--- src/hdl/crbm_pkg.sv ---
// ----------------------------------------------------------------------------
// crbm_pkg
// Types, constants and helpers shared by the counter rate and busy monitor.
// ----------------------------------------------------------------------------
package crbm_pkg;

	localparam int CFG_W     = 24;
	localparam int CFG_IDX_W = 1;
	localparam int DVD_W     = 74;
	localparam int DVS_W     = 64;

	localparam logic [CFG_IDX_W-1:0] CFG_MIN_INTERVAL = 1'b0;
	localparam logic [CFG_IDX_W-1:0] CFG_STALE_LIMIT  = 1'b1;

	localparam logic [15:0] MIN_INTERVAL_RST = 16'd500;
	localparam logic [23:0] STALE_LIMIT_RST  = 24'd30000;

	localparam logic [6:0]  DIV_STEPS    = 7'd74;
	localparam logic [47:0] RATE_MAX     = 48'hFFFF_FFFF_FFFF;
	localparam logic [15:0] PERMILLE_MAX = 16'hFFFF;
	localparam logic [16:0] FRAC_ONE     = 17'h10000;

	typedef enum logic [1:0] {
		STAT_NODATA = 2'd0,
		STAT_INIT   = 2'd1,
		STAT_STALE  = 2'd2,
		STAT_DATA   = 2'd3
	} status_t;

	typedef enum logic [1:0] {
		OP_RD = 2'd0,
		OP_WR = 2'd1,
		OP_PM = 2'd2,
		OP_FR = 2'd3
	} op_t;

	typedef enum logic [2:0] {
		BK_IDLE,
		BK_MUL,
		BK_START,
		BK_WAIT,
		BK_DONE
	} bk_state_t;

	typedef struct packed {
		logic [47:0] now_ms;
		logic        has_data;
		logic [63:0] read_total;
		logic [63:0] write_total;
		logic [47:0] busy_total_ms;
		logic [15:0] disk_count;
	} in_item_t;

	typedef struct packed {
		logic        sampled;
		logic [1:0]  status;
		logic [47:0] read_rate;
		logic [47:0] write_rate;
		logic [15:0] busy_permille;
		logic [16:0] busy_fraction;
		logic [15:0] disks_seen;
	} out_item_t;

	typedef struct packed {
		logic        sampled;
		status_t     status;
		logic        compute;
		logic        rd_pos;
		logic        wr_pos;
		logic        busy_pos;
		logic [63:0] rd_diff;
		logic [63:0] wr_diff;
		logic [47:0] busy_diff;
		logic [47:0] elapsed;
		logic [15:0] disks;
	} job_t;

	typedef struct packed {
		logic             start;
		logic [DVD_W-1:0] dividend;
		logic [DVS_W-1:0] divisor;
	} div_req_t;

	typedef struct packed {
		logic             done;
		logic [DVD_W-1:0] quotient;
	} div_rsp_t;

	function automatic logic [DVD_W-1:0] times_1000(input logic [63:0] x);
		logic [DVD_W-1:0] w;
		w = {10'b0, x};
		return (w << 10) - (w << 4) - (w << 3);
	endfunction

endpackage

--- src/hdl/crbm_fifo.sv ---
// ----------------------------------------------------------------------------
// crbm_fifo
// Two-entry job queue between the front and the back.
// ----------------------------------------------------------------------------
module crbm_fifo (
	input  logic           clk,
	input  logic           arst_n,
	input  logic           push,
	input  crbm_pkg::job_t push_job,
	output logic           full,
	input  logic           pop,
	output logic           not_empty,
	output crbm_pkg::job_t pop_job
);

	crbm_pkg::job_t mem_q [2];
	logic           wr_q;
	logic           rd_q;
	logic [1:0]     cnt_q;

	assign full      = cnt_q == 2'd2;
	assign not_empty = cnt_q != 2'd0;
	assign pop_job   = mem_q[rd_q];

	always_ff @(posedge clk) begin
		if (push) begin
			mem_q[wr_q] <= push_job;
		end
	end

	always_ff @(posedge clk or negedge arst_n) begin
		if (!arst_n) begin
			wr_q  <= 1'b0;
			rd_q  <= 1'b0;
			cnt_q <= 2'd0;
		end else begin
			if (push) begin
				wr_q <= ~wr_q;
			end
			if (pop) begin
				rd_q <= ~rd_q;
			end
			case ({push, pop})
				2'b10:   cnt_q <= cnt_q + 2'd1;
				2'b01:   cnt_q <= cnt_q - 2'd1;
				default: cnt_q <= cnt_q;
			endcase
		end
	end

endmodule

--- config.mk ---
export PLATFORM = sky130hd
export DESIGN_NAME = crbm_fifo
export DESIGN_NICKNAME = d
export VERILOG_FILES = /design/src/hdl/crbm_pkg.sv /design/src/hdl/crbm_fifo.sv
export SDC_FILE = /design/constraint.sdc
export NUM_CORES = 1
export LEC_CHECK = 0
export BUFFER_PORTS_ARGS = -buffer_cell sky130_fd_sc_hd__buf_2
export CAP_MARGIN = 20
export CORE_MARGIN = 4
export CORE_UTILIZATION = 40
export DETAILED_ROUTE_END_ITERATION = 10
export HOLD_SLACK_MARGIN = 0.12
export PLACE_DENSITY = 0.66
export SKIP_LAST_GASP = 1
export SLEW_MARGIN = 20
export SYNTH_ARGS = -nofsm -noshare
export SYNTH_HDL_FRONTEND = slang
export SYNTH_SLANG_ARGS = --single-unit
--- constraint.sdc ---
create_clock -name clk -period 19.25 [get_ports clk]
set_input_delay 2.8875 -clock clk [delete_from_list [all_inputs] [get_ports clk]]
set_output_delay 2.8875 -clock clk [all_outputs]
set_load 0.02 [all_outputs]
==> results.txt <==
The flow ran to the end, and the final reports show no timing, DRC or antenna violations. The tools report the starting density of the core as 40.53%. For the worst setup path, the data arrival time is 4.12 ns.

The total core area was 46650 µm²; the overall overflow remaining after global route was 0. The worst setup path category was reg -> out. The tools report the overall global routing resource usage as 15.55%.

TritonCTS built the clock tree. Synthesis produced a netlist with a net count of 1037. The detailed-route DRC error count was 0. The first global-routing pass estimated 59930 µm of wire. The tools report the number of buffers created by CTS as 51. The area added between synthesis and finish works out to 24.07%.

In the layout the commonest cells are 499 x sky130_fd_sc_hd__buf_2, 494 x sky130_fd_sc_hd__edfxtp_1, 201 x sky130_fd_sc_hd__mux2_4, 52 x sky130_fd_sc_hd__clkbuf_16, 46 x sky130_fd_sc_hd__mux2_2. The share of the Yosys chip area taken by registers is 78.98%. The die covers 50820 µm². The die is 225.4 µm tall. The critical path startpoint is rd_q. Layout cell share with drive strength beyond 1: 60.84%. For this design, the sink count on the clock tree is 498.

In this run the tightest slew margin relative to its limit is 34.28%. The total area of sequential cells is 14940 µm². Setup repair after global routing left no endpoint under its margin.

The total power per unit cell area came out at 155.8 nW/µm². The largest driver fanout on the critical path was 55. The number of buffers inserted by port buffering came out at 499. The net count of the finished layout is 1572. The number of stages on the worst hold path is 1, and the I/O pin total is 500. The biggest area contributor in the post-synthesis netlist is sky130_fd_sc_hd__edfxtp_1.

The number of hold violations in the final report is 0, and the area share of the leading cell type in the synthesized netlist is 78.45%. Launch instance of the worst min-delay path: cnt_q[1]. The average size of a mapped cell was 24.09 µm². The summed instance area of the synthesized netlist is 18910 µm², and the final number of setup-violating endpoints is 0. The H-tree was split into 2 levels. VDD sags by at most 0.0001046 V. At the pin with the least slew margin, the transition time is 0.9859 ns. Detailed placement finished with a half-perimeter wire length of 29130 µm. The worst reg2reg path depth is 3.

Achievable clock frequency: 142.7 MHz. Entering global routing, the biggest net connects 70 pins. The summed negative setup slack over all endpoints came out at 0 ns. After layout, the minimum clock period comes to 7.007 ns. The startpoint identified for the worst register-to-register timing path is wr_q.

Count of pins over their slew limit: 0. Cell at the root of the clock tree: sky130_fd_sc_hd__clkbuf_16. The worst hold margin came out at 0.4827 ns. The cell leakage power is 9.327 nW, and the detailed-route vias per instance is 4.687. For this block, the initial DRC count from the detailed router was 577. The first detailed-routing pass took 4 iterations.

In this run, synthesis produced a sequential element count of 498. Leaving out fill and tap cells, the most frequent cell in the layout is sky130_fd_sc_hd__buf_2. The worst setup path is launched from a flop. For the setup fix buffers added after clock tree synthesis, the log shows 0.

Clock skew on the completed layout was measured at 0.01632 ns. The filler cells instantiated in the layout total 3828. The number of distinct library cell variants in the gate-level netlist after synthesis is 16, and the share of the cycle needed by the critical path after routing is 36.40%.

Dividing the detail-routed wire length by the instance count gives 20.92 µm. After synthesis, the cell types taking the most area are sky130_fd_sc_hd__edfxtp_1 78%, sky130_fd_sc_hd__mux2_4 16%, sky130_fd_sc_hd__mux2_2 2.7%, sky130_fd_sc_hd__buf_8 0.87%, sky130_fd_sc_hd__buf_6 0.83%. For the number of global-route vias before repair, the log shows 10.03k.

In this run, post-CTS hold repair placed 0 buffers. Summing all multi-input logic gate instances after layout gives 3628 µm². Summing over every cut layer, the via total after detailed routing is 9271. In this run the deepest clock path goes through 3 buffers. Clock-pin slew was measured on the worst setup and hold paths at 0.06 ns.

Critical path capture point type: an output port. The min-delay analysis places its worst path in the category reg -> reg. The number of violations of the max-capacitance limit came out at 0. The cell count after synthesis came out at 785.

The run gives 0.57 ns as the source-to-sink clock delay at the later pin of the worst-skew pair. The number of antenna violations at the first check in global routing is 13, and the final cell utilization of the core is 50.28%. The congestion estimate from routability-driven global placement came to 0.7801.

Gates resized during post-CTS repair numbered 0. The die is 225.4 µm wide. The count of nets left with antenna violations once routing finished came out at 0. During synthesis, Yosys emitted a total of 0 warnings. The total wire length is 41380 µm. The required time of the critical path came out at 16.36 ns. Count of standard-cell rows: 79.
==> registers in the layout, indices dropped and copies added (netlist names) <==
| register | cells |
|---|---|
| mem_q | 494 |
| cnt_q | 2 |
| wr_q | 1 |
| rd_q | 1 |
==> kinds of logic after synthesis <==
logic type | count (synthesis) | share of synthesized area, %
simple gates | 5 | 0.1390
buf+inv | 29 | 1.886
mux | 247 | 18.70
fa+ha+maj | 1 | 0.06616
flops | 498 | 78.98
xor+xnor | 5 | 0.2316
==> routing by layer <==
| layer | up-vias | track usage, % | share of wire (%) |
|---|---|---|---|
| li1 | 4223 | - | - |
| met1 | 4603 | 18.06 | 37 |
| met2 | 367 | 26.41 | 50 |
| met3 | 74 | 6.487 | 11 |
| met4 | 4 | 4.900 | 2.4 |
| met5 | - | 0 | 0.065 |
==> report_power, final <==
| part | switching (W) | internal, W |
|---|---|---|
| clock | 0.000387 | 0.000507 |
| combinational | 0.000708 | 0.000532 |
| sequential | 0.0000800 | 0.00144 |
| total | 0.00118 | 0.00248 |
==> cell usage after synthesis, drive strengths merged <==
library cell	count
inv	1
xor2	3
mux2	247
nor2	2
xnor2	2
nor2b	1
edfxtp	494
or2	1
dfrtp	4
buf	28
ha	1
and2	1
==> worst max-delay path, stage by stage, from the launching register on <==
cell and delay [ns]:
sky130_fd_sc_hd__dfrtp_4 1.04, sky130_fd_sc_hd__buf_4 0.90, sky130_fd_sc_hd__buf_4 0.87, sky130_fd_sc_hd__mux2_2 0.42
sky130_fd_sc_hd__buf_2 0.16
==> layout make-up <==
cell class                      instances  area share, %
Timing Repair Buffer                  510          11.00
Inverter                                1        0.01600
Tap cell                              607          3.237
Clock buffer                           63          5.723
Multi-Input combinational cell        258          15.47
Clock inverter                         31         0.7787
Antenna cell                           10         0.1067
Sequential cell                       498          63.67
==> metrics by stage <==
step           cell area (µm²)  power (W)  instances  setup slack, ns
4_1_cts                  23440   0.003715       1968            12.21
5_1_grt                  23450   0.003827       1972            12.06
2_1_floorplan            18910   0.002533        785            5.100
6_report                 23460   0.003656       1978            12.24
3_5_place_dp             21910   0.002807       1874            12.84
3_3_place_gp             21910   0.002793       1874            12.91
==> path summary, 6_finish.rpt <==
check | endpoint | slack, ns
hold / removal | cnt_q[1] | 0.48
setup / recovery | pop_job[214] | 12.24
setup reg to reg | mem_q[1][27] | 16.12
min in group asynchronous | wr_q | 2.12
hold reg to reg | cnt_q[1] | 0.48
max in group asynchronous | rd_q | 16.99
Power figures use the tool's default switching activity.
