==> src/hdl/crbm_pkg.sv <==
// ----------------------------------------------------------------------------
// crbm_pkg
// Types, constants and helpers shared by the counter rate and busy monitor.
// ----------------------------------------------------------------------------
package crbm_pkg;

	localparam int CFG_W     = 24;
	localparam int CFG_IDX_W = 1;
	localparam int DVD_W     = 74;
	localparam int DVS_W     = 64;

	localparam logic [CFG_IDX_W-1:0] CFG_MIN_INTERVAL = 1'b0;
	localparam logic [CFG_IDX_W-1:0] CFG_STALE_LIMIT  = 1'b1;

	localparam logic [15:0] MIN_INTERVAL_RST = 16'd500;
	localparam logic [23:0] STALE_LIMIT_RST  = 24'd30000;

	localparam logic [6:0]  DIV_STEPS    = 7'd74;
	localparam logic [47:0] RATE_MAX     = 48'hFFFF_FFFF_FFFF;
	localparam logic [15:0] PERMILLE_MAX = 16'hFFFF;
	localparam logic [16:0] FRAC_ONE     = 17'h10000;

	typedef enum logic [1:0] {
		STAT_NODATA = 2'd0,
		STAT_INIT   = 2'd1,
		STAT_STALE  = 2'd2,
		STAT_DATA   = 2'd3
	} status_t;

	typedef enum logic [1:0] {
		OP_RD = 2'd0,
		OP_WR = 2'd1,
		OP_PM = 2'd2,
		OP_FR = 2'd3
	} op_t;

	typedef enum logic [2:0] {
		BK_IDLE,
		BK_MUL,
		BK_START,
		BK_WAIT,
		BK_DONE
	} bk_state_t;

	typedef struct packed {
		logic [47:0] now_ms;
		logic        has_data;
		logic [63:0] read_total;
		logic [63:0] write_total;
		logic [47:0] busy_total_ms;
		logic [15:0] disk_count;
	} in_item_t;

	typedef struct packed {
		logic        sampled;
		logic [1:0]  status;
		logic [47:0] read_rate;
		logic [47:0] write_rate;
		logic [15:0] busy_permille;
		logic [16:0] busy_fraction;
		logic [15:0] disks_seen;
	} out_item_t;

	typedef struct packed {
		logic        sampled;
		status_t     status;
		logic        compute;
		logic        rd_pos;
		logic        wr_pos;
		logic        busy_pos;
		logic [63:0] rd_diff;
		logic [63:0] wr_diff;
		logic [47:0] busy_diff;
		logic [47:0] elapsed;
		logic [15:0] disks;
	} job_t;

	typedef struct packed {
		logic             start;
		logic [DVD_W-1:0] dividend;
		logic [DVS_W-1:0] divisor;
	} div_req_t;

	typedef struct packed {
		logic             done;
		logic [DVD_W-1:0] quotient;
	} div_rsp_t;

	function automatic logic [DVD_W-1:0] times_1000(input logic [63:0] x);
		logic [DVD_W-1:0] w;
		w = {10'b0, x};
		return (w << 10) - (w << 4) - (w << 3);
	endfunction

endpackage

==> src/hdl/crbm_out_if.sv <==
// ----------------------------------------------------------------------------
// crbm_out_if
// Result channel: valid, ready and one rate result.
// ----------------------------------------------------------------------------
interface crbm_out_if;
	logic                valid;
	logic                ready;
	crbm_pkg::out_item_t data;

	modport source (output valid, output data, input ready);
	modport sink (input valid, input data, output ready);
endinterface

==> src/hdl/crbm_back.sv <==
// ----------------------------------------------------------------------------
// crbm_back
// Rate sequencer: runs the quotients of one job and holds the last results.
// ----------------------------------------------------------------------------
module crbm_back (
	input  logic               clk,
	input  logic               arst_n,
	input  logic               job_valid,
	input  crbm_pkg::job_t     job_in,
	output logic               pop,
	output crbm_pkg::div_req_t div_req,
	input  crbm_pkg::div_rsp_t div_rsp,
	crbm_out_if.source         result
);

	crbm_pkg::bk_state_t state_q;
	crbm_pkg::bk_state_t state_d;
	crbm_pkg::op_t       op_q;
	crbm_pkg::job_t      job_q;
	logic [63:0]         den_q;

	logic [47:0]         rd_rate_q;
	logic [47:0]         wr_rate_q;
	logic [15:0]         permille_q;
	logic [16:0]         frac_q;
	logic [15:0]         disks_q;

	logic                out_vld_q;
	crbm_pkg::out_item_t out_q;

	logic                skip;
	logic                frac_ok;
	logic [16:0]         frac_fix;

	assign result.valid = out_vld_q;
	assign result.data  = out_q;

	always_comb begin
		state_d          = state_q;
		pop              = 1'b0;
		div_req.start    = 1'b0;
		div_req.dividend = '0;
		div_req.divisor  = {16'b0, job_q.elapsed};
		frac_ok          = job_q.busy_pos && (job_q.disks != 16'd0);
		frac_fix         = frac_ok ? crbm_pkg::FRAC_ONE : 17'd0;
		skip             = 1'b0;
		case (op_q)
			crbm_pkg::OP_RD: begin
				skip             = !job_q.rd_pos;
				div_req.dividend = crbm_pkg::times_1000(job_q.rd_diff);
			end
			crbm_pkg::OP_WR: begin
				skip             = !job_q.wr_pos;
				div_req.dividend = crbm_pkg::times_1000(job_q.wr_diff);
			end
			crbm_pkg::OP_PM: begin
				skip             = !job_q.busy_pos;
				div_req.dividend = crbm_pkg::times_1000({16'b0, job_q.busy_diff});
			end
			crbm_pkg::OP_FR: begin
				skip             = !frac_ok || ({16'b0, job_q.busy_diff} >= den_q);
				div_req.dividend = {10'b0, job_q.busy_diff, 16'b0};
				div_req.divisor  = den_q;
			end
			default: ;
		endcase
		case (state_q)
			crbm_pkg::BK_IDLE: begin
				if (job_valid && !out_vld_q) begin
					pop = 1'b1;
					if (job_in.compute) begin
						state_d = crbm_pkg::BK_MUL;
					end
				end
			end
			crbm_pkg::BK_MUL: state_d = crbm_pkg::BK_START;
			crbm_pkg::BK_START: begin
				if (!skip) begin
					div_req.start = 1'b1;
					state_d       = crbm_pkg::BK_WAIT;
				end else if (op_q == crbm_pkg::OP_FR) begin
					state_d = crbm_pkg::BK_DONE;
				end
			end
			crbm_pkg::BK_WAIT: begin
				if (div_rsp.done) begin
					state_d = (op_q == crbm_pkg::OP_FR) ? crbm_pkg::BK_DONE
						: crbm_pkg::BK_START;
				end
			end
			crbm_pkg::BK_DONE: state_d = crbm_pkg::BK_IDLE;
			default: state_d = crbm_pkg::BK_IDLE;
		endcase
	end

	always_ff @(posedge clk) begin
		if (pop) begin
			job_q <= job_in;
		end
		if (state_q == crbm_pkg::BK_MUL) begin
			den_q <= job_q.elapsed * job_q.disks;
		end
		if (pop && !job_in.compute) begin
			out_q.sampled       <= job_in.sampled;
			out_q.status        <= job_in.status;
			out_q.read_rate     <= rd_rate_q;
			out_q.write_rate    <= wr_rate_q;
			out_q.busy_permille <= permille_q;
			out_q.busy_fraction <= frac_q;
			out_q.disks_seen    <= disks_q;
		end else if (state_q == crbm_pkg::BK_DONE) begin
			out_q.sampled       <= job_q.sampled;
			out_q.status        <= job_q.status;
			out_q.read_rate     <= rd_rate_q;
			out_q.write_rate    <= wr_rate_q;
			out_q.busy_permille <= permille_q;
			out_q.busy_fraction <= frac_q;
			out_q.disks_seen    <= disks_q;
		end
	end

	always_ff @(posedge clk or negedge arst_n) begin
		if (!arst_n) begin
			state_q    <= crbm_pkg::BK_IDLE;
			op_q       <= crbm_pkg::OP_RD;
			out_vld_q  <= 1'b0;
			rd_rate_q  <= '0;
			wr_rate_q  <= '0;
			permille_q <= '0;
			frac_q     <= '0;
			disks_q    <= '0;
		end else begin
			state_q <= state_d;
			if (out_vld_q && result.ready) begin
				out_vld_q <= 1'b0;
			end else if ((pop && !job_in.compute) || state_q == crbm_pkg::BK_DONE) begin
				out_vld_q <= 1'b1;
			end
			if (state_q == crbm_pkg::BK_MUL) begin
				op_q    <= crbm_pkg::OP_RD;
				disks_q <= job_q.disks;
			end
			if (state_q == crbm_pkg::BK_START && skip) begin
				case (op_q)
					crbm_pkg::OP_RD: rd_rate_q  <= '0;
					crbm_pkg::OP_WR: wr_rate_q  <= '0;
					crbm_pkg::OP_PM: permille_q <= '0;
					crbm_pkg::OP_FR: frac_q     <= frac_fix;
					default: ;
				endcase
				op_q <= crbm_pkg::op_t'(op_q + 2'd1);
			end
			if (state_q == crbm_pkg::BK_WAIT && div_rsp.done) begin
				case (op_q)
					crbm_pkg::OP_RD: rd_rate_q <= (div_rsp.quotient[73:48] != '0)
						? crbm_pkg::RATE_MAX : div_rsp.quotient[47:0];
					crbm_pkg::OP_WR: wr_rate_q <= (div_rsp.quotient[73:48] != '0)
						? crbm_pkg::RATE_MAX : div_rsp.quotient[47:0];
					crbm_pkg::OP_PM: permille_q <= (div_rsp.quotient[73:16] != '0)
						? crbm_pkg::PERMILLE_MAX : div_rsp.quotient[15:0];
					crbm_pkg::OP_FR: frac_q <= div_rsp.quotient[16:0];
					default: ;
				endcase
				op_q <= crbm_pkg::op_t'(op_q + 2'd1);
			end
		end
	end

endmodule
==> src/flat_wrapper.sv <==
// flat-port wrapper written by rule: the top's interface ports become plain ports
module crbm_back_flat 
  (clk, arst_n, job_valid, job_in, pop, div_req, div_rsp, result_valid, result_data, result_ready);
  crbm_out_if result_i ();
  input  logic clk;
  input  logic arst_n;
  input  logic job_valid;
  input  crbm_pkg::job_t job_in;
  output logic pop;
  output crbm_pkg::div_req_t div_req;
  input  crbm_pkg::div_rsp_t div_rsp;
  output wire logic [$bits(result_i.valid)-1:0] result_valid;
  output wire logic [$bits(result_i.data)-1:0] result_data;
  input wire logic [$bits(result_i.ready)-1:0] result_ready;
  assign result_valid = result_i.valid;
  assign result_data = result_i.data;
  assign result_i.ready = result_ready;
  crbm_back u_core (.clk(clk), .arst_n(arst_n), .job_valid(job_valid), .job_in(job_in), .pop(pop), .div_req(div_req), .div_rsp(div_rsp), .result(result_i));
endmodule
==> config.mk <==
export PLATFORM = sky130hd
export DESIGN_NAME = crbm_back_flat
export DESIGN_NICKNAME = d
export VERILOG_FILES = /design/src/hdl/crbm_pkg.sv /design/src/hdl/crbm_out_if.sv /design/src/hdl/crbm_back.sv /design/src/flat_wrapper.sv
export SDC_FILE = /design/constraint.sdc
export NUM_CORES = 2
export LEC_CHECK = 0
export ABC_CLOCK_PERIOD_IN_PS = 40200
export BUFFER_PORTS_ARGS = -buffer_cell sky130_fd_sc_hd__buf_2
export CAP_MARGIN = 20
export CORE_MARGIN = 2
export CORE_UTILIZATION = 55
export CTS_CLUSTER_DIAMETER = 60
export DETAILED_ROUTE_END_ITERATION = 7
export MAX_ROUTING_LAYER = met4
export PLACE_DENSITY = 0.8
export SLEW_MARGIN = 10
export SYNTH_ARGS = -nofsm -noshare
export SYNTH_HDL_FRONTEND = slang
export SYNTH_SLANG_ARGS = --single-unit
==> constraint.sdc <==
create_clock -name clk -period 40.2 [get_ports clk]
set_clock_uncertainty 0.1 [all_clocks]
set_input_delay 8.04 -clock clk [delete_from_list [all_inputs] [get_ports clk]]
set_output_delay 8.04 -clock clk [all_outputs]
set_load 0.05 [all_outputs]
==> results_dict.tcl <==
set metrics [dict create \
    drt-wirelength-per-cell_um 23.4 \
    synthesis.yosys.warnings 0 \
    maximum_frequency_from_static_timing_analysis_mhz 57.0 \
    placementRows 125 \
    pin_count_of_the_biggest_net_entering_global_routing 85 \
    cell_chosen_for_the_clock_root "clkbuf_16" \
    worstSetupEndpoint "pop" \
    path_buf_inv 3 \
    clk_transition_reported_paths_ns 0.06 \
    number_of_global_route_vias_before_repair 54687 \
    synth-main-ff-cell "edfxtp_1" \
    post-route-min-period_ns 17.55 \
    synthDistinctLibCells 87 \
    ys_seq_area_frac 0.272 \
    mappedNetlistArea_um2 64500 \
    drv_slew 0 \
    drtPass1Iterations 8 \
    crit_path_end_kind "output pin" \
    timing.max_slew.rel_slack 0.187 \
    drive_above_1_share 0.128 \
    netlist_instances 6808 \
    syn_avg_cell_area_um2 9.47 \
    max_stage_delay_ns 0.64 \
    start_util 0.555 \
    timing_worst_setup_path_type "primary input to output pin" \
    grt_first_pass_wirelength_um 320000 \
    worst_r2r_startpoint "u_core.job_q[1]" \
    critPathLaunch "job_valid" \
    synth_common_cells "inv_1, nand2_1, fa_1, edfxtp_1, ha_1" \
    hold_path_class "flop to flop" \
    critical-path-top-cell-by-count "buf_2" \
    crit_slowest_cell "buf_4" \
    drc 11 \
    crit_path_cell_trace "buf_2, nor4bb_4, buf_4, buf_2" \
    failed_checks "DRC" \
    area.sequential_um2 17500 \
    cap_violations 0 \
    hold_violations_final 0 \
    finalNetCount 8750 \
    number_of_antenna_violations_at_the_first_check_in_global_routing 18 \
    postRouteWirelength_um 207000 \
    height_of_the_die_um 346 \
    crit_path_max_fanout 49 \
    area_growth_syn_to_layout_pct 11.1 \
    status "complete, but fails checks" \
    grt_usage 0.357 \
    post-route-period-util 0.436 \
    detailedPlacementHpwl_um 161000 \
    post_cts_hold_buffer_count 0 \
    synth_seq_cells 609 \
    portBuffers 611 \
    quantity_of_gates_resized_following_cts 0 \
    reg2regPathDepth 24 \
    fp.coreArea_um2 116000 \
    post-cts-setup-buffer-count 0 \
    netlist_top_cells_area "fa_1, edfxtp_1, ha_1, inv_1, dfrtp_1" \
    tritoncts "yes" \
    worst_hold_path.num_cells 0 \
    cp-start-kind "primary input" \
    multi_input_comb_area_um2 41700 \
    post_drt_via_cell_ratio 6.02 \
    overflow 0 \
    edff_count_synth 458 \
    yosysTopAreaCell "fa_1" \
    grt_setup_unrepaired "false" \
    antenna_left 0 \
    clock-sinks 609 \
    cp.arrival_ns 9.41 \
    rr_endpoint "u_core.den_q[62]" \
    clk_lat_worst_skew_ns 0.70 \
    n_fill_cell 9618 \
    clockBufferDepth 3 \
    report.final.setup_viol 0 \
    worstSetupPathDepth 4 \
    r2r_setup_slack_ns 31.77 \
    tns_ns 0 \
    gp_routability_congestion 0.957 \
    die-width_um 346 \
    post-synth-top-area-fraction 0.235 \
    cpLargestDelayFamily "buffers and inverters" \
    die-area_um2 120000 \
    numCtsBuffers 80 \
    cp.required_ns 32.06 \
    boundaryPins 615 \
    yosysMostFrequentCell "inv_1" \
    tightestPinTransition_ns 1.21 \
    number_of_drc_markers_after_the_initial_detailed_route_iteration 4898 \
    htree_num_levels 3 \
    asyncSetResetFlopFracSynth 0.248 \
    routed-via-count 53284 \
]
worst min-delay path by stage:
stage | startpoint | slack, ns | endpoint
after floorplan | u_core.disks_q[0] | 0.32 | u_core.result.data[0]
after global placement | u_core.disks_q[4] | 0.33 | u_core.result.data[4]
after detailed placement | u_core.disks_q[11] | 0.33 | u_core.result.data[11]
after CTS | u_core.rd_rate_q[32] | 0.33 | u_core.result.data[129]
after global routing | u_core.rd_rate_q[1] | 0.35 | u_core.result.data[98]
final | u_core.disks_q[8] | 0.33 | u_core.result.data[8]
cells by family after synthesis:
kind of cell,after synthesis,share of synthesized area
AND/OR/NAND/NOR,1837,0.134
XOR/XNOR,275,0.0373
AO/OA/AOI/OAI,1386,0.140
multiplexers,91,0.0156
other,1,0.0000581
buffers and inverters,1421,0.0831
adder cells (fa/ha/maj),1188,0.318
flip-flops,609,0.272
placed cells by master (no fill, tap or decap), drive strengths merged, types with 22 or more instances in the layout:
| master | count |
|---|---|
| fa | 756 |
| nand3 | 75 |
| diode | 23 |
| a22oi | 22 |
| a211oi | 28 |
| and3 | 27 |
| a21o | 212 |
| xnor2 | 172 |
| ha | 432 |
| a31oi | 41 |
| dfrtp | 151 |
| o221ai | 25 |
| o21bai | 64 |
| mux2 | 77 |
| nand2 | 878 |
| nor2b | 33 |
| nor3 | 60 |
| o21ai | 275 |
| a221oi | 34 |
| o31ai | 29 |
| edfxtp | 458 |
| xor2 | 103 |
| nor4 | 36 |
| o22ai | 53 |
| a21oi | 386 |
| nor2 | 234 |
| nand4 | 101 |
| and2 | 289 |
| clkbuf | 95 |
| o21a | 42 |
| inv | 1101 |
| nand2b | 32 |
| buf | 684 |
cell type report:
cell class	count	share of cell area
multi-input cells	4780	0.582
flip-flops and latches	609	0.245
inverters	1081	0.0566
repair buffers	684	0.0510
clock buffers	95	0.0296
well taps	1524	0.0266
clock inverters	52	0.00882
diodes	23	0.000803
metrics by stage:
| stage | setup WS [ns] | hold slack (ns) | instance area (um^2) | std cells | util |
|---|---|---|---|---|---|
| after floorplan | 9.39 | 0.321 | 64500 | 6810 | - |
| final | 22.65 | 0.325 | 71700 | 8848 | 0.617 |
| after CTS | 22.61 | 0.330 | 71600 | 8824 | 0.616 |
| after global routing | 22.57 | 0.350 | 71600 | 8841 | 0.617 |
| after detailed placement | 22.63 | 0.331 | 68800 | 8677 | 0.592 |
| after global placement | 22.66 | 0.329 | 68800 | 8676 | 0.592 |
flip-flops by register name (all words and copies together), names as in the netlist, named ones only:
register             cells
u_core.result.data     148
u_core.result.valid      1
u_core.job_q           246
u_core.wr_rate_q        48
u_core.disks_q          16
u_core.den_q            64
u_core.state_q           3
u_core.permille_q       16
u_core.rd_rate_q        48
u_core.op_q              2
worst reg2reg max path: stages, from the launching register on:
cell	delay, ns
edfxtp_1	0.31
buf_4	0.37
buf_4	0.41
nand2_1	0.17
fa_1	0.54
fa_1	0.53
fa_1	0.51
inv_1	0.05
fa_1	0.51
fa_1	0.53
inv_1	0.06
fa_1	0.48
inv_1	0.04
ha_1	0.35
a21oi_1	0.15
o21ai_0	0.09
and2_1	0.17
o311ai_0	0.58
o221ai_1	0.41
o21ai_0	0.46
a211oi_1	0.22
o21a_1	0.26
a211oi_1	0.50
o21ai_0	0.22
xor2_1	0.18
metal layers:
metal / share of wire / wire [um] / vias to the layer above / GRT usage
li1: - / - / 23570 / -
met1: 0.39 / 80200 / 26448 / 0.441
met2: 0.47 / 97600 / 2689 / 0.565
met3: 0.088 / 18200 / 577 / 0.0648
met4: 0.055 / 11400 / 0 / 0.178
met5: 0 / 0 / - / -
Power is left out: the tool's default activity adds up to more than one toggle a clock period on the data nets, which glitch-free logic cannot reach.
