<file path="src/hdl/crbm_pkg.sv">
// ----------------------------------------------------------------------------
// crbm_pkg
// Types, constants and helpers shared by the counter rate and busy monitor.
// ----------------------------------------------------------------------------
package crbm_pkg;

	localparam int CFG_W     = 24;
	localparam int CFG_IDX_W = 1;
	localparam int DVD_W     = 74;
	localparam int DVS_W     = 64;

	localparam logic [CFG_IDX_W-1:0] CFG_MIN_INTERVAL = 1'b0;
	localparam logic [CFG_IDX_W-1:0] CFG_STALE_LIMIT  = 1'b1;

	localparam logic [15:0] MIN_INTERVAL_RST = 16'd500;
	localparam logic [23:0] STALE_LIMIT_RST  = 24'd30000;

	localparam logic [6:0]  DIV_STEPS    = 7'd74;
	localparam logic [47:0] RATE_MAX     = 48'hFFFF_FFFF_FFFF;
	localparam logic [15:0] PERMILLE_MAX = 16'hFFFF;
	localparam logic [16:0] FRAC_ONE     = 17'h10000;

	typedef enum logic [1:0] {
		STAT_NODATA = 2'd0,
		STAT_INIT   = 2'd1,
		STAT_STALE  = 2'd2,
		STAT_DATA   = 2'd3
	} status_t;

	typedef enum logic [1:0] {
		OP_RD = 2'd0,
		OP_WR = 2'd1,
		OP_PM = 2'd2,
		OP_FR = 2'd3
	} op_t;

	typedef enum logic [2:0] {
		BK_IDLE,
		BK_MUL,
		BK_START,
		BK_WAIT,
		BK_DONE
	} bk_state_t;

	typedef struct packed {
		logic [47:0] now_ms;
		logic        has_data;
		logic [63:0] read_total;
		logic [63:0] write_total;
		logic [47:0] busy_total_ms;
		logic [15:0] disk_count;
	} in_item_t;

	typedef struct packed {
		logic        sampled;
		logic [1:0]  status;
		logic [47:0] read_rate;
		logic [47:0] write_rate;
		logic [15:0] busy_permille;
		logic [16:0] busy_fraction;
		logic [15:0] disks_seen;
	} out_item_t;

	typedef struct packed {
		logic        sampled;
		status_t     status;
		logic        compute;
		logic        rd_pos;
		logic        wr_pos;
		logic        busy_pos;
		logic [63:0] rd_diff;
		logic [63:0] wr_diff;
		logic [47:0] busy_diff;
		logic [47:0] elapsed;
		logic [15:0] disks;
	} job_t;

	typedef struct packed {
		logic             start;
		logic [DVD_W-1:0] dividend;
		logic [DVS_W-1:0] divisor;
	} div_req_t;

	typedef struct packed {
		logic             done;
		logic [DVD_W-1:0] quotient;
	} div_rsp_t;

	function automatic logic [DVD_W-1:0] times_1000(input logic [63:0] x);
		logic [DVD_W-1:0] w;
		w = {10'b0, x};
		return (w << 10) - (w << 4) - (w << 3);
	endfunction

endpackage

</file>
<file path="src/hdl/crbm_front.sv">
// ----------------------------------------------------------------------------
// crbm_front
// Interval check, status and counter differences; keeps the previous totals.
// ----------------------------------------------------------------------------
module crbm_front (
	input  logic                                clk,
	input  logic                                arst_n,
	input  logic                                cfg_we,
	input  logic [crbm_pkg::CFG_IDX_W-1:0]      cfg_idx,
	input  logic [crbm_pkg::CFG_W-1:0]          cfg_data,
	input  logic                                push,
	input  crbm_pkg::in_item_t                  item,
	output crbm_pkg::job_t                      job
);

	logic [15:0]       min_q;
	logic [23:0]       stale_q;
	logic [47:0]       last_q;
	logic [63:0]       prev_rd_q;
	logic [63:0]       prev_wr_q;
	logic [47:0]       prev_busy_q;
	crbm_pkg::status_t status_q;

	logic [47:0]       elapsed;
	logic              take;
	crbm_pkg::status_t new_status;

	always_comb begin
		elapsed = item.now_ms - last_q;
		take    = elapsed > {32'b0, min_q};
		if (!item.has_data) begin
			new_status = crbm_pkg::STAT_NODATA;
		end else if (last_q == '0) begin
			new_status = crbm_pkg::STAT_INIT;
		end else if (elapsed > {24'b0, stale_q}) begin
			new_status = crbm_pkg::STAT_STALE;
		end else begin
			new_status = crbm_pkg::STAT_DATA;
		end
		job.sampled   = take;
		job.status    = take ? new_status : status_q;
		job.compute   = take && item.has_data && (new_status != crbm_pkg::STAT_INIT);
		job.rd_pos    = item.read_total > prev_rd_q;
		job.wr_pos    = item.write_total > prev_wr_q;
		job.busy_pos  = item.busy_total_ms > prev_busy_q;
		job.rd_diff   = item.read_total - prev_rd_q;
		job.wr_diff   = item.write_total - prev_wr_q;
		job.busy_diff = item.busy_total_ms - prev_busy_q;
		job.elapsed   = elapsed;
		job.disks     = item.disk_count;
	end

	always_ff @(posedge clk or negedge arst_n) begin
		if (!arst_n) begin
			min_q       <= crbm_pkg::MIN_INTERVAL_RST;
			stale_q     <= crbm_pkg::STALE_LIMIT_RST;
			last_q      <= '0;
			prev_rd_q   <= '0;
			prev_wr_q   <= '0;
			prev_busy_q <= '0;
			status_q    <= crbm_pkg::STAT_INIT;
		end else begin
			if (cfg_we) begin
				case (cfg_idx)
					crbm_pkg::CFG_MIN_INTERVAL: min_q   <= cfg_data[15:0];
					crbm_pkg::CFG_STALE_LIMIT:  stale_q <= cfg_data;
					default: ;
				endcase
			end
			if (push && take) begin
				status_q <= new_status;
				last_q   <= item.now_ms;
				if (item.has_data) begin
					prev_rd_q   <= item.read_total;
					prev_wr_q   <= item.write_total;
					prev_busy_q <= item.busy_total_ms;
				end
			end
		end
	end

endmodule

</file>
<file path="config.mk">
export PLATFORM = sky130hd
export DESIGN_NAME = crbm_front
export DESIGN_NICKNAME = d
export VERILOG_FILES = /design/src/hdl/crbm_pkg.sv /design/src/hdl/crbm_front.sv
export SDC_FILE = /design/constraint.sdc
export NUM_CORES = 1
export LEC_CHECK = 0
export ABC_AREA = 1
export BUFFER_PORTS_ARGS = -buffer_cell sky130_fd_sc_hd__buf_2
export CORE_ASPECT_RATIO = 0.5
export CORE_MARGIN = 3
export CORE_UTILIZATION = 40
export DETAILED_ROUTE_END_ITERATION = 8
export MAX_ROUTING_LAYER = met4
export PLACE_DENSITY = 0.73
export SLEW_MARGIN = 20
export SYNTH_ARGS = -nofsm -noshare
export SYNTH_HDL_FRONTEND = slang
export SYNTH_SLANG_ARGS = --single-unit
</file>
<file path="constraint.sdc">
create_clock -name clk -period 5.97 [get_ports clk]
set_clock_uncertainty 0.05 [all_clocks]
set_input_delay 1.194 -clock clk [delete_from_list [all_inputs] [get_ports clk]]
set_output_delay 1.194 -clock clk [all_outputs]
set_load 0.01 [all_outputs]
</file>
==> run metrics, run 1 <==
max frequency=0.1745 GHz; M1 WL=47.25 mm; Final setup viols=0; max_slew headroom=0.3607; Leak=0.01761 µW; routed wl met3=6.427 mm; Clock Path Buffers=3; core box area=67740 µm²; DRT iter0 DRCs=2449; area grow syn2layout=16.99%; # DRC=0; hold buffers post-CTS=0; pwr/cell area=278.9 nW/µm²; Placed Cells incl. Taps=5745; total I/O pin count=517; VDD IR-drop max=0.0002455 V; status=finished clean; slowest stage cell on the critical path=fa_1; layout cells sized above 1=0.1328; CP Launch Type=input port; Setup TNS Final=0 ps; initial antenna violation count=18; # port buffers=484; htree depth=1; Synth Instances=4392; vias in the first global route=28195; post-route design area=32370 µm²; WP data required=4730 ps; Crit path largest cell delay=420 ps; Critical Path AT=4490 ps; Seq/Total Area, Yosys=0.2412; DP Wirelength=90.42 mm; total number of vias=29525; Sink Count=266; row cnt=67; Post-synth EDFFs=0; Final period util=0.9597; post-layout minimum cycle time=5729 ps; Initial Util=0.4085; most frequent cells in the layout=nand2_1, inv_1, buf_2; max-slew violations=0; Placed Area=31070 µm²; uppermost routed layer=met4; synth unique cells=46; fill count=7232; commonest non-fill, non-tap cell in the layout=nand2_1; critical path's top delay family=simple AND/OR/NAND/NOR gates; GRT Resource Usage Total=0.2902; number of synthesized register bits=266; synth warn=0; Final Hold Viols=0; Avg Cell Area, Syn=6.301 µm²; full die area=72570 µm²; Root Driver=clkbuf_16; critical path type=input port to output port; Num CTS Buffers=29; ys flop type=dfrtp_1; worst path bufs/invs=5; Die X=378.0 µm; global route total overflow=0; Worst setup EP type=output port; Worst Tran Pin Value=950.3 ps; Post-Syn Area=27670 µm²; routed vias/inst=5.072; largest net degree at the start of global routing=101; Worst path most repeated cell=nand2_1; post-route ant nets=0; worst skew pair latency=610 ps; CTS tree=yes; crit-path max FO=4; fraction of registers with async set/reset=1.000; Non-Filler Instances=5821; drt pass-1 iters=7; met2 wire length=47.27 mm; Tightest Hold Check Type=flop to flop; Reg clk slew, reported paths=70 ps; Final Wtd Congestion=1.036; critical-path cell list=buf_2, inv_1, ha_1, inv_1, fa_1, nand3_2, nand3_4, nand2_1, nand2_1, buf_4, nand2_1, nand3_1, xor2_1, ha_1, nand4_1, nor3_2, nor4b_4, a21oi_2, nor2_1, nand3_1, nand2_1, nand3_1, o21ai_0, buf_2; wire per inst=18.21 µm; nets=5418; first-pass GRT wire length=159.6 mm; Die Ht=192.0 µm; final wirelength=106.0 mm; syn_nets=4929; RSZ-0062 raised after global routing=no; Max Cap Viol=0
area by class of cell:
| class | count | area [µm²] | share of cell area |
|---|---|---|---|
| diodes | 21 | 52.55 | 0.001623 |
| well taps | 897 | 1122 | 0.03467 |
| multi-input cells | 3044 | 16870 | 0.5210 |
| clock inverters | 12 | 185.2 | 0.005720 |
| repair buffers | 532 | 2868 | 0.08858 |
| inverters | 1008 | 3784 | 0.1169 |
| clock buffers | 41 | 820.8 | 0.02535 |
| flip-flops and latches | 266 | 6674 | 0.2061 |
where the power goes:
| group | internal [µW] | switching (µW) | total (µW) |
|---|---|---|---|
| Sequential | 2020 | 118 | 2140 |
| Clock | 1130 | 847 | 1980 |
| Combinational | 1700 | 3210 | 4910 |
| Total | 4860 | 4170 | 9030 |
sequential cells by signal, summed over array words and instances, names as in the netlist:
register / cells
last_q: 48
min_q: 16
stale_q: 24
prev_wr_q: 64
prev_busy_q: 48
prev_rd_q: 64
status_q: 2
worst min-delay path: cells and delay by family (launching register included):
| kind | cells | cell delay [ps] |
|---|---|---|
| DFF | 1 | 370 |
| and+or+nand+nor | 2 | 100 |
metal layers:
| metal | vias to the layer above | GRT usage |
|---|---|---|
| met2 | 845 | 0.4554 |
| met1 | 13568 | 0.3681 |
| met4 | 0 | 0.1203 |
| met5 | - | - |
| met3 | 240 | 0.05509 |
| li1 | 14872 | - |
kinds of logic after synthesis:
family	count (synthesis)	share of synthesized area
AND/OR/NAND/NOR	1688	0.2461
buffers and inverters	1082	0.1575
AO/OA/AOI/OAI	907	0.1759
adder cells (fa/ha/maj)	267	0.1218
flip-flops	266	0.2412
XOR/XNOR	182	0.05760
synth_stat cells (12+ instances only):
cell type | instances | area, µm²
o211ai_1 | 12 | 90.09
buf_4 | 31 | 232.7
nand2_1 | 1047 | 3930
o21a_1 | 20 | 150.1
nor3_1 | 31 | 155.2
dfrtp_1 | 252 | 6306
o21bai_1 | 17 | 127.6
a31oi_1 | 80 | 500.5
ha_1 | 263 | 3291
inv_1 | 1001 | 3757
xor2_1 | 113 | 989.7
buf_6 | 21 | 236.5
nor4_1 | 31 | 193.9
xnor2_1 | 69 | 604.3
o21ai_1 | 214 | 1071
dfstp_2 | 14 | 367.9
nand3_1 | 132 | 660.6
o21ai_0 | 201 | 1006
a21oi_1 | 330 | 1652
nor2_1 | 385 | 1445
nand4_1 | 33 | 206.5
through the flow:
step | hold WS, ps | util | worst slack (ps) | power (µW)
global placement | 409.9 | 0.4588 | 100.3 | 6927
global route | 445.9 | 0.4779 | 7.041 | 9653
CTS | 422.8 | 0.4737 | 22.74 | 8987
floorplan | 396.9 | - | 513.7 | 5081
finish | 423.1 | 0.4780 | 240.8 | 9030
detailed placement | 415.3 | 0.4588 | -24.21 | 6952
worst paths after layout:
path / from / endpoint / cells past startpoint / slack (ps)
setup / recovery: item[193] / job[244] / 24 / 240
hold / removal: status_q[0] / status_q[0] / 2 / 420
setup reg to reg: last_q[14] / last_q[9] / 29 / 1570
hold reg to reg: status_q[0] / status_q[0] / 2 / 420
max in group asynchronous: arst_n / prev_rd_q[63] / 2 / 4170
min in group asynchronous: arst_n / prev_busy_q[44] / 1 / 490
repair_timing:
action,4_1_cts,5_1_grt
setup buffers,0,2
pin swaps,0,5
gates resized for setup,1,45
setup endpoints to repair,1,4
(Power assumes the default switching activity.)
==> run 2, diff against run 1 <==
--- a/config.mk
+++ b/config.mk
@@ -7,7 +7,8 @@
 export LEC_CHECK = 0
 export ABC_AREA = 1
 export BUFFER_PORTS_ARGS = -buffer_cell sky130_fd_sc_hd__buf_2
-export CORE_ASPECT_RATIO = 0.5
+export CAP_MARGIN = 10
+export CORE_ASPECT_RATIO = 0.7
 export CORE_MARGIN = 3
 export CORE_UTILIZATION = 40
 export DETAILED_ROUTE_END_ITERATION = 8
==> run 2 against run 1 <==
Compared with the run above:
- global-route usage rose by 0.20 points
- via count rose by 1.6%
- sequential share of layout area fell by 0.060 points
- largest cell class unchanged
- non-clock buffer count rose by 6
==> run metrics, run 2 (synthesized netlist as in run 1, its figures left out) <==
status=finished clean; commonest non-fill, non-tap cell in the layout=nand2_1; initial antenna violation count=14 (-4); Hold Path Sink=status_q[0]; CP Launch Type=input port; final wirelength=106.8 mm (+0.73%); combinational share of power=0.535 (-0.009); Die Ht=226.1 µm (+18%); GRT Resource Usage Total=0.2922 (+0.002046); vias in the first global route=27182 (-3.6%); DP Wirelength=91.46 mm (+1.2%); layout cells sized above 1=0.1319 (-0.0009077); Final period util=0.9607 (+0.0009983); hold buffers post-CTS=0 (unchanged); Final Wtd Congestion=1.022 (-1.4%); critical path type=input port to output port; Critical Path Start=item[193]; Worst Tran Pin Value=940.3 ps (-9.933 ps); total I/O pin count=517 (unchanged); reg2reg start=last_q[3]; Worst setup EP type=output port; most frequent cells in the layout=nand2_1, inv_1, buf_2; max_slew headroom=0.3716 (+0.01095); flop-to-flop setup slack=1610 ps (+40 ps); Critical Path AT=4490 ps (about the same); Largest regs=prev_rd_q x64, prev_wr_q x64; Die X=320.4 µm (-15%); Final Hold Viols=0 (unchanged); Sink Count=266 (unchanged); total number of vias=30007 (+1.6%); largest net degree at the start of global routing=117 (+16%); fill count=7199 (-0.46%); wire per inst=18.31 µm (+0.52%); drt pass-1 iters=6 (-1); CTS tree=yes; internal cell power=5013 µW (+3.2%); sw frac=0.4591 (-0.002809); # port buffers=484 (unchanged); WP data required=4730 ps (about the same); row cnt=80 (+19%); Design Power=9268 µW (+2.6%); VDD IR-drop max=0.0002166 V (-12%); first-pass GRT wire length=159.2 mm (-0.25%); # DRC=0 (unchanged); Final setup viols=0 (unchanged); nets=5426 (+0.15%); Flop pwr share=0.231 (-0.006); DRT iter0 DRCs=3028 (+24%); max frequency=0.1744 GHz (-0.10%); post-route ant nets=0 (unchanged); core box area=68270 µm² (+0.78%); Root Driver=clkbuf_16; crit-path max FO=3 (-1); Leak=0.01771 µW (+0.55%); Clock Path Buffers=3 (unchanged); routed vias/inst=5.144 (+1.4%); worst skew pair latency=620 ps (about the same); Reg2Reg Depth=28 (-3.4%); full die area=72420 µm² (-0.19%); pwr/cell area=285.4 nW/µm² (+2.3%); Num CTS Buffers=31 (+6.9%); Initial Util=0.4054 (-0.003175); FF-to-FF End=last_q[14]; Tightest Hold Check Type=flop to flop; Max Cap Viol=0 (unchanged); Clock power frac=0.234 (+0.015); max-slew violations=0 (unchanged); global route total overflow=0 (unchanged); Reg clk slew, reported paths=60 ps (about the same); post-layout minimum cycle time=5735 ps (+5.960 ps); sw power=4255 µW (+2.0%); area grow syn2layout=17.34%; htree depth=1 (unchanged); Setup TNS Final=0 ps (unchanged); hold path startpoint=status_q[0]; Hold Crit Depth=2 (unchanged)
==> run 2: power groups by stage <==
stage               clock network (µW)  logic (µW)  registers [µW]
floorplan                            0        2940            2140
global placement                     0        4810            2160
detailed placement                   0        4820            2170
CTS                               2220        4850            2140
global route                      2290        5420            2160
finish                            2170        4960            2140
==> run 2: cell type report <==
type / count / area, µm² / share of cell area
Multi-Input combinational cell: 3044 / 16740 / 0.5157
Sequential cell: 266 / 6674 / 0.2055
Inverter: 1008 / 3784 / 0.1165
Timing Repair Buffer: 538 / 2963 / 0.09125
Tap cell: 902 / 1129 / 0.03476
Clock buffer: 38 / 852.1 / 0.02624
Clock inverter: 20 / 281.5 / 0.008670
Antenna cell: 17 / 42.54 / 0.001310
==> run 2: repair_timing <==
action | CTS | global route
hold endpoints to repair | 0 | 0
resized for setup | 1 | 21
endpoints found under the setup margin | 1 | 4
setup buffers | 0 | 1
pin swaps | 0 | 6
==> run 2: worst max-delay path by stage <==
stage               endpoint  slack [ps]  depth (start not counted)
floorplan           job[244]         510                         25
global placement    job[244]         120                         26
detailed placement  job[244]          10                         25
CTS                 job[244]           9                         26
global route        job[244]         -30                         26
finish              job[244]         230                         26
==> run 2: layer usage <==
metal  GRT usage  share of wire  up-vias
li1            -              -    14890
met1      0.4376           0.49    13825
met2      0.3950           0.39     1196
met3     0.06872           0.10       96
met4     0.05574          0.019        0
met5           -              0        -
==> run 2: per-stage QoR <==
step | cell area (µm²) | std cells | setup slack [ps] | hold slack, ps | utilization
2_1_floorplan | 27670 | 4392 | 513.7 | 396.9 | -
3_3_place_gp | 31180 | 5757 | 118.1 | 411.0 | 0.4568
3_5_place_dp | 31180 | 5757 | 11.47 | 416.6 | 0.4568
4_1_cts | 32320 | 5815 | 9.436 | 426.0 | 0.4734
5_1_grt | 32460 | 5828 | -29.93 | 456.2 | 0.4755
6_report | 32470 | 5833 | 234.8 | 422.0 | 0.4756
==> run 2: worst max-delay path, cell delays in order <==
cell and delay (ps):
buf_2 100, inv_1 70, ha_2 170, inv_1 60, fa_2 350, nand3_2 100
nand3_4 100, buf_4 160, nand3_1 70, nand3_2 110, buf_4 170, nand2_1 90
nand3b_1 90, nand2_1 80, inv_1 60, ha_1 270, nand4_1 110, nor3_2 220
nor4b_4 220, a21oi_1 80, nor2_1 100, nand3_1 90, nand2_1 100, nand3_1 80
o21ai_2 70, buf_2 150
