--- src/hdl/crbm_pkg.sv ---
// ----------------------------------------------------------------------------
// crbm_pkg
// Types, constants and helpers shared by the counter rate and busy monitor.
// ----------------------------------------------------------------------------
package crbm_pkg;

	localparam int CFG_W     = 24;
	localparam int CFG_IDX_W = 1;
	localparam int DVD_W     = 74;
	localparam int DVS_W     = 64;

	localparam logic [CFG_IDX_W-1:0] CFG_MIN_INTERVAL = 1'b0;
	localparam logic [CFG_IDX_W-1:0] CFG_STALE_LIMIT  = 1'b1;

	localparam logic [15:0] MIN_INTERVAL_RST = 16'd500;
	localparam logic [23:0] STALE_LIMIT_RST  = 24'd30000;

	localparam logic [6:0]  DIV_STEPS    = 7'd74;
	localparam logic [47:0] RATE_MAX     = 48'hFFFF_FFFF_FFFF;
	localparam logic [15:0] PERMILLE_MAX = 16'hFFFF;
	localparam logic [16:0] FRAC_ONE     = 17'h10000;

	typedef enum logic [1:0] {
		STAT_NODATA = 2'd0,
		STAT_INIT   = 2'd1,
		STAT_STALE  = 2'd2,
		STAT_DATA   = 2'd3
	} status_t;

	typedef enum logic [1:0] {
		OP_RD = 2'd0,
		OP_WR = 2'd1,
		OP_PM = 2'd2,
		OP_FR = 2'd3
	} op_t;

	typedef enum logic [2:0] {
		BK_IDLE,
		BK_MUL,
		BK_START,
		BK_WAIT,
		BK_DONE
	} bk_state_t;

	typedef struct packed {
		logic [47:0] now_ms;
		logic        has_data;
		logic [63:0] read_total;
		logic [63:0] write_total;
		logic [47:0] busy_total_ms;
		logic [15:0] disk_count;
	} in_item_t;

	typedef struct packed {
		logic        sampled;
		logic [1:0]  status;
		logic [47:0] read_rate;
		logic [47:0] write_rate;
		logic [15:0] busy_permille;
		logic [16:0] busy_fraction;
		logic [15:0] disks_seen;
	} out_item_t;

	typedef struct packed {
		logic        sampled;
		status_t     status;
		logic        compute;
		logic        rd_pos;
		logic        wr_pos;
		logic        busy_pos;
		logic [63:0] rd_diff;
		logic [63:0] wr_diff;
		logic [47:0] busy_diff;
		logic [47:0] elapsed;
		logic [15:0] disks;
	} job_t;

	typedef struct packed {
		logic             start;
		logic [DVD_W-1:0] dividend;
		logic [DVS_W-1:0] divisor;
	} div_req_t;

	typedef struct packed {
		logic             done;
		logic [DVD_W-1:0] quotient;
	} div_rsp_t;

	function automatic logic [DVD_W-1:0] times_1000(input logic [63:0] x);
		logic [DVD_W-1:0] w;
		w = {10'b0, x};
		return (w << 10) - (w << 4) - (w << 3);
	endfunction

endpackage

--- src/hdl/crbm_div.sv ---
// ----------------------------------------------------------------------------
// crbm_div
// Restoring bit-serial divider, one quotient bit per cycle.
// ----------------------------------------------------------------------------
module crbm_div (
	input  logic               clk,
	input  logic               arst_n,
	input  crbm_pkg::div_req_t req,
	output crbm_pkg::div_rsp_t rsp
);

	logic [crbm_pkg::DVD_W-1:0] acc_q;
	logic [crbm_pkg::DVS_W-1:0] rem_q;
	logic [crbm_pkg::DVS_W-1:0] dvs_q;
	logic [6:0]                 cnt_q;
	logic                       done_q;

	logic [crbm_pkg::DVS_W:0]   rem_sh;
	logic [crbm_pkg::DVS_W:0]   rem_sub;
	logic                       fits;

	always_comb begin
		rem_sh  = {rem_q, acc_q[crbm_pkg::DVD_W-1]};
		fits    = rem_sh >= {1'b0, dvs_q};
		rem_sub = rem_sh - {1'b0, dvs_q};
	end

	assign rsp.done     = done_q;
	assign rsp.quotient = acc_q;

	always_ff @(posedge clk) begin
		if (req.start) begin
			acc_q <= req.dividend;
			rem_q <= '0;
			dvs_q <= req.divisor;
		end else if (cnt_q != 7'd0) begin
			acc_q <= {acc_q[crbm_pkg::DVD_W-2:0], fits};
			rem_q <= fits ? rem_sub[crbm_pkg::DVS_W-1:0] : rem_sh[crbm_pkg::DVS_W-1:0];
		end
	end

	always_ff @(posedge clk or negedge arst_n) begin
		if (!arst_n) begin
			cnt_q  <= 7'd0;
			done_q <= 1'b0;
		end else begin
			done_q <= 1'b0;
			if (req.start) begin
				cnt_q <= crbm_pkg::DIV_STEPS;
			end else if (cnt_q != 7'd0) begin
				cnt_q <= cnt_q - 7'd1;
				if (cnt_q == 7'd1) begin
					done_q <= 1'b1;
				end
			end
		end
	end

endmodule

--- config.mk ---
export PLATFORM = sky130hd
export DESIGN_NAME = crbm_div
export DESIGN_NICKNAME = d
export VERILOG_FILES = /design/src/hdl/crbm_pkg.sv /design/src/hdl/crbm_div.sv
export SDC_FILE = /design/constraint.sdc
export NUM_CORES = 1
export LEC_CHECK = 0
export BUFFER_PORTS_ARGS = -buffer_cell sky130_fd_sc_hd__buf_4
export CAP_MARGIN = 15
export CORE_UTILIZATION = 28
export DETAILED_ROUTE_END_ITERATION = 8
export HOLD_SLACK_MARGIN = 0.03
export PLACE_DENSITY = 0.57
export SYNTH_ARGS = -nofsm -noshare
export SYNTH_HDL_FRONTEND = slang
export SYNTH_SLANG_ARGS = --single-unit
--- constraint.sdc ---
create_clock -name clk -period 2.8 [get_ports clk]
set_input_delay 0.42 -clock clk [delete_from_list [all_inputs] [get_ports clk]]
set_output_delay 0.42 -clock clk [all_outputs]
set_load 0.03 [all_outputs]
==> results of run 1 <==
[final timing paths]
| kind | from | to | slack [ns] | cells after the start |
|---|---|---|---|---|
| min | req[74] | acc_q[10]$_DFFE_PP_ | 0.15 | 2 |
| max | dvs_q[0]$_DFFE_PP_ | rem_q[54]$_SDFFE_PP0P_ | -0.19 | 14 |
| max in group asynchronous | arst_n | cnt_q[6]$_DFFE_PN0P_ | 2.43 | 2 |
| max reg2reg | dvs_q[0]$_DFFE_PP_ | rem_q[54]$_SDFFE_PP0P_ | -0.19 | 14 |
| min reg2reg | cnt_q[1]$_DFFE_PN0P_ | cnt_q[1]$_DFFE_PN0P_ | 0.52 | 2 |
| min in group asynchronous | arst_n | cnt_q[3]$_DFFE_PN0P_ | 0.24 | 2 |
[where the power goes]
group / switching [uW] / internal, uW
Sequential: 425 / 3920
Combinational: 5360 / 5390
Clock: 1450 / 1810
[critical path: cells and delay by family, from the launching register on]
kind / cells / cell delay (ns)
AOI/OAI and AO/OA: 6 / 1.11
and+or+nand+nor: 5 / 0.62
adders and majority gates: 2 / 0.54
DFF: 1 / 0.43
buffers and inverters: 1 / 0.17
[state kept, by name, summed over array words and instances (netlist names)]
name	count
done_q	1
rem_q	64
cnt_q	7
acc_q	74
dvs_q	64
[cells in the mapped netlist (4+ instances only)]
master / n / area, um2
o211a_1: 6 / 60.06
xor2_1: 26 / 227.7
edfxtp_1: 138 / 4144
nand3_1: 18 / 90.09
nor3_1: 46 / 230.2
nor2b_1: 7 / 43.79
clkbuf_1: 45 / 168.9
nand2_1: 86 / 322.8
o21ai_1: 8 / 40.04
a211oi_1: 45 / 337.8
a22oi_1: 4 / 30.03
mux2i_1: 7 / 70.07
nand4_1: 21 / 131.4
o31ai_1: 6 / 45.04
inv_1: 89 / 334.1
nand2b_1: 7 / 43.79
and3_1: 9 / 56.30
xnor2_1: 32 / 280.3
o211ai_1: 6 / 45.04
a22o_1: 9 / 78.83
dfrtp_1: 8 / 200.2
nor3b_1: 4 / 30.03
a21oi_1: 86 / 430.4
or2_2: 6 / 37.54
a32oi_1: 4 / 35.03
nor2_1: 123 / 461.7
buf_2: 16 / 80.08
or3_1: 4 / 25.02
o21bai_1: 9 / 67.56
a21boi_0: 4 / 30.03
a31oi_1: 7 / 43.79
a21o_1: 32 / 240.2
mux2_2: 73 / 822.0
o21ai_0: 59 / 295.3
ha_1: 66 / 825.8
dfxtp_1: 64 / 1281
o21a_1: 13 / 97.59
[stage by stage]
stage	hold slack [ns]	setup WS [ns]	setup TNS (ns)	cells	total power (uW)
floorplan	0.1244	-0.07168	-0.1581	1255	9003
global placement	0.2460	-0.3729	-13.42	2218	12180
detailed placement	0.2478	-0.3856	-16.89	2218	12250
CTS	0.1154	-0.1731	-6.208	2363	17490
global route	0.1046	-0.3560	-18.17	2376	19460
finish	0.1454	-0.1858	-6.234	2376	18360
[per-layer routing]
metal	wire, um	vias up
met5	0	-
met4	1141	0
met3	2869	72
met2	20490	376
met1	17560	5598
li1	-	5628
[cell type report]
type	instances	area (um2)	share of cell area
multi-input combinational	889	7338	0.3758
sequential	210	5625	0.2881
timing repair buffer	555	4683	0.2399
tap	585	732.0	0.03749
clock buffer	32	673.1	0.03448
inverter	89	337.8	0.01730
clock inverter	16	135.1	0.006921
[kinds of logic after synthesis]
kind of cell	after synthesis
DFF	210
xor gates and xnor gates	58
muxes	80
and+or+nand+nor	347
buffers and inverters	156
AOI/OAI and AO/OA	337
adders and majority gates	67
[cell usage in the layout, fill, tap and decap left out, types with 7 or more instances in the layout]
cell type and instances:
buf_4 458, edfxtp_1 138, nor2_1 95, inv_1 80, mux2_2 73, nand2_1 72, dlygate4sd3_1 65, a21oi_1 64
dfxtp_1 64, ha_1 50, a211oi_2 37, nor3_1 37, o21ai_0 34, a21o_1 32, xnor2_1 31, clkbuf_16 28
xor2_1 24, o21ai_1 21, nand4_1 21, a21oi_2 18, nor2_4 17, nand3_1 13, ha_4 13, o21a_1 12
nor2_2 12, buf_12 12, buf_6 11, nand2_2 9, and3_1 9, o21ai_2 9, o21bai_1 9, a22o_1 9
inv_2 8, a211oi_1 8, dfrtp_1 8, a31oi_1 7
[timing repair]
action | 4_1_cts | 5_1_grt
endpoints found under the setup margin | 65 | 65
hold buffers | 65 | 0
setup buffers | 24 | 14
hold endpoints to repair | 72 | 0
pin swaps | 71 | 72
cloned | 8 | 2
resized for setup | 165 | 113
==> impl_results.md, run 1 <==
- Outcome: finished with violations
- Failing checks: setup timing
- CTS sink count: 210
- Setup crit end kind: flop
- Fill count: 4188
- N_diodes: 0
- Worst Tran Pin Value: 0.7860 ns
- Die H: 212.3 um
- Worst EP arrival: 3.43 ns
- Cell Area, Synth: 12380 um2
- Syn avg cell area: 9.868 um2
- Post-Syn Nets: 1463
- GRT Overall Usage: 0.1844
- Max-slew violations: 0
- Clock latency on the worst-skew pair: 0.57 ns
- Cts bufs inserted: 26
- Most used DFF post-synth: edfxtp_1
- Mapped Cells: 1255
- Yosys warning count: 0
- Clock period minus worst slack: 2.986 ns
- Setup CP Type: flop to flop
- Max incr delay on CP: 0.43 ns
- Core footprint: 43360 um2
- Hold crit path type: input port to flop
- EDFF count, synth: 138
- Met1 Resource Use GR: 0.2231
- Clock transition at the registers of the reported paths: 0.06 ns
- Cell row count: 76
- Pre-Repair DR Iteration Count: 6
- Die X: 212.3 um
- Final period util: 1.066
- CP dominant cell by count: a21oi_4
- Worst path required time: 3.24 ns
- XOR/XNOR Fraction of Synth Area: 0.04102
- RSZ-0062 raised after global routing: true
- Synthesis-to-layout area growth: 57.66%
- Routability cong.: 0.9042
- Layout cell share with drive strength beyond 1: 0.4500
- Post-DP HPWL: 29120 um
- Final hold vios: 0
- Avg WL per Cell: 17.71 um
- Main combinational cell family by area after synthesis: compound AO/OA/AOI/OAI gates
- Compound-gate portion of the synthesized area: 0.1843
- 1st-iter DRT viols: 526
- Number of max-cap violations: 0
- Initial Util: 0.2856
- Max Clk Rate: 0.3349 GHz
- Largest net degree at the start of global routing: 80
- Antenna-violating nets left: 0
- Adder-cell share of the synthesized area: 0.06830
- Top-level I/O count: 216
- Global Route met3 Usage: 0.04505
- DRC viols: 0
- Finish-stage setup viols: 64
- Finished Core Util: 0.4503
- Met2 track demand over resource: 0.3222
- Fraction of registers with async set/reset: 0.03810
- H-tree depth: 1
- Initial antenna violation count: 0
- Global route total overflow: 0
- IO Port Bufs: 215
- Slowest CP cell: edfxtp_1
- Busiest grt layer: met2
- Worst Skew: 0.01668 ns
- Routed WL: 42070 um
- Distinct cells, synth: 77
- Max VDD drop: 0.0005691 V
- Leak: 0.008536 uW
- Crit-path cells: ha_4 > fa_2 > nand2b_4 > a21oi_4 > o21ai_2 > nand2_2 > a21oi_4 > o31a_1 > o311ai_2 > buf_4 > and3_1 > nor3_4 > a211oi_2 > nor3_1
- First-pass GRT wire length: 65430 um
- Slew headroom: 0.4741
- Via density per instance: 4.913
- Root Driver: clkbuf_16
- Mux cell area share after synthesis: 0.07203
- #FFs+latches synth: 210
- Max Root-Sink Buffers: 3
- Simple-gate portion of the synthesized area: 0.1297
- CTS tree: built
- Final instance area: 19530 um2
- CP Launch Type: flop
- Pwr dens: 940.4 nW/um2
- Post-Place Cell Area: 16320 um2
- Vias in the first global route: 12130
- Die area: 45080 um2
- Setup ws final: -0.1858 ns
- Sequential element share of the synthesized area: 0.4542
- Nets: 1979
- Vias: 11670
- CP Max Fanout: 3
(Power assumes the default switching activity.)
==> run 2: changes to the inputs <==
--- a/config.mk
+++ b/config.mk
@@ -7,10 +7,10 @@
 export LEC_CHECK = 0
 export BUFFER_PORTS_ARGS = -buffer_cell sky130_fd_sc_hd__buf_4
 export CAP_MARGIN = 15
-export CORE_UTILIZATION = 28
+export CORE_UTILIZATION = 52
 export DETAILED_ROUTE_END_ITERATION = 8
 export HOLD_SLACK_MARGIN = 0.03
-export PLACE_DENSITY = 0.57
+export PLACE_DENSITY = 0.88
 export SYNTH_ARGS = -nofsm -noshare
 export SYNTH_HDL_FRONTEND = slang
 export SYNTH_SLANG_ARGS = --single-unit
==> impl_results.md, run 2 (synthesis results as in run 1) <==
- Hold WS: 0.04187 ns
- Initial antenna violation count: 3
- Root Driver: clkbuf_16
- Via density per instance: 6.179
- Pwr dens: 1030 nW/um2
- Pre-Repair DR Iteration Count: 8
- CP dominant cell by count: buf_4
- Max incr delay on CP: 0.33 ns
- Top reg by flops: acc_q
- Max-slew violations: 0
- Worst path required time: 3.24 ns
- Max VDD drop: 0.0006210 V
- Worst EP arrival: 3.64 ns
- DRC viols: 0
- Largest net degree at the start of global routing: 75
- Avg WL per Cell: 22.40 um
- Slew headroom: 0.2924
- Die X: 156.3 um
- Post-DP HPWL: 27970 um
- Max FFs per register: 74
- Slowest CP cell: nor3_1
- Clock transition at the registers of the reported paths: 0.07 ns
- Final hold vios: 0
- Core footprint: 23400 um2
- CP bufs+invs: 6
- CTS tree: built
- IO Port Bufs: 215
- Worst Tran Pin Value: 1.058 ns
- Outcome: finished with violations
- CTS sink count: 210
- Dpl ws: -0.3049 ns
- Cts bufs inserted: 24
- Setup crit end kind: flop
- RSZ-0062 raised after global routing: true
- Top-level I/O count: 216
- Max Clk Rate: 0.3121 GHz
- Setup CP Type: flop to flop
- CP Launch Type: flop
- Layout cell share with drive strength beyond 1: 0.4591
- First-pass GRT wire length: 60940 um
- CP Max Fanout: 6
- Global route total overflow: 0
- Final period util: 1.144
- Vias: 12500
- Most frequent cells in the layout: 437 x buf_4, 138 x edfxtp_1, 92 x nor2_1, 82 x inv_1, 80 x nand2_1
- Failing checks: setup timing
- Clock latency on the worst-skew pair: 0.56 ns
- Finish-stage setup viols: 65
- Vias in the first global route: 11790
- Routed WL: 45310 um
- Final Power: 18940 uW
- Cell row count: 56
- Number of max-cap violations: 0
- Antenna-violating nets left: 0
- Clock period minus worst slack: 3.204 ns
- Max Root-Sink Buffers: 3
- Crit-path cells: inv_1 > ha_1 > buf_4 > and3_1 > nand4_1 > nor3_1 > buf_4 > nand4b_1 > o31ai_4 > nor2_4 > buf_4 > buf_6 > buf_16 > a211oi_4 > nor3_2
- Worst Skew: 0.01805 ns
- Leak: 0.008201 uW
- Setup ws final: -0.4039 ns
- Synthesis-to-layout area growth: 48.44%
- Initial Util: 0.5292
- Routability cong.: 0.9806
- Top Family by Delay on Critical Path: simple AND/OR/NAND/NOR gates
- Nets: 1891
- GRT Overall Usage: 0.3216
- Die area: 24440 um2
- 1st-iter DRT viols: 1159
- Hold crit path type: input port to flop
- Die H: 156.3 um
- H-tree depth: 1
- Finished Core Util: 0.7856
- Most common cell after layout, fill and taps aside: buf_4
- Largest registers: acc_q x74, dvs_q x64, rem_q x64
run 2: report_power, final:
| part | total, uW | internal [uW] | switching, uW |
|---|---|---|---|
| Clock | 3510 | 2100 | 1410 |
| Combinational | 11000 | 5230 | 5790 |
| Sequential | 4410 | 3920 | 483 |
| Total | 18900 | 11200 | 7690 |
run 2: routing by layer:
layer | vias to the layer above | routed length [um] | GRT usage
met4 | 0 | 3140 | 0.1685
met3 | 276 | 4316 | 0.07505
met1 | 5918 | 15240 | 0.3518
met2 | 864 | 22620 | 0.5774
met5 | - | 0 | 0
li1 | 5442 | - | -
run 2: layout make-up:
type	instances	area (um2)
antenna	3	7.507
timing repair buffer	469	3850
clock inverter	17	264.0
fill	1315	5019
inverter	89	337.8
clock buffer	27	621.8
sequential	210	5627
tap	319	399.1
multi-input combinational	889	7277
run 2: worst paths after layout:
check                                          to  slack, ns  cells after the start              startpoint
hold reg to reg            rem_q[57]$_SDFFE_PP0P_       0.55                      1  rem_q[57]$_SDFFE_PP0P_
min in group asynchronous    cnt_q[0]$_DFFE_PN0P_       0.25                      2                  arst_n
setup / recovery            rem_q[4]$_SDFFE_PP0P_      -0.40                     15     dvs_q[34]$_DFFE_PP_
setup reg to reg            rem_q[4]$_SDFFE_PP0P_      -0.40                     15     dvs_q[34]$_DFFE_PP_
max in group asynchronous    cnt_q[1]$_DFFE_PN0P_       2.42                      2                  arst_n
hold / removal                dvs_q[12]$_DFFE_PP_       0.04                      1                 req[12]
run 2: timing repair:
item	in CTS	in global routing
pin swaps	21	100
cloned	5	8
hold endpoints to repair	8	0
hold buffers	1	0
setup buffers	12	26
endpoints found under the setup margin	65	65
resized for setup	73	199
run 2: stage by stage:
step	std cells	cell area, um2	TNS [ns]
3_3_place_gp	1930	15830	-4.567
3_5_place_dp	1930	15830	-11.32
6_report	2023	18380	-16.19
4_1_cts	1992	17260	-6.802
5_1_grt	2023	18380	-18.43
2_1_floorplan	1255	12460	-0.1581
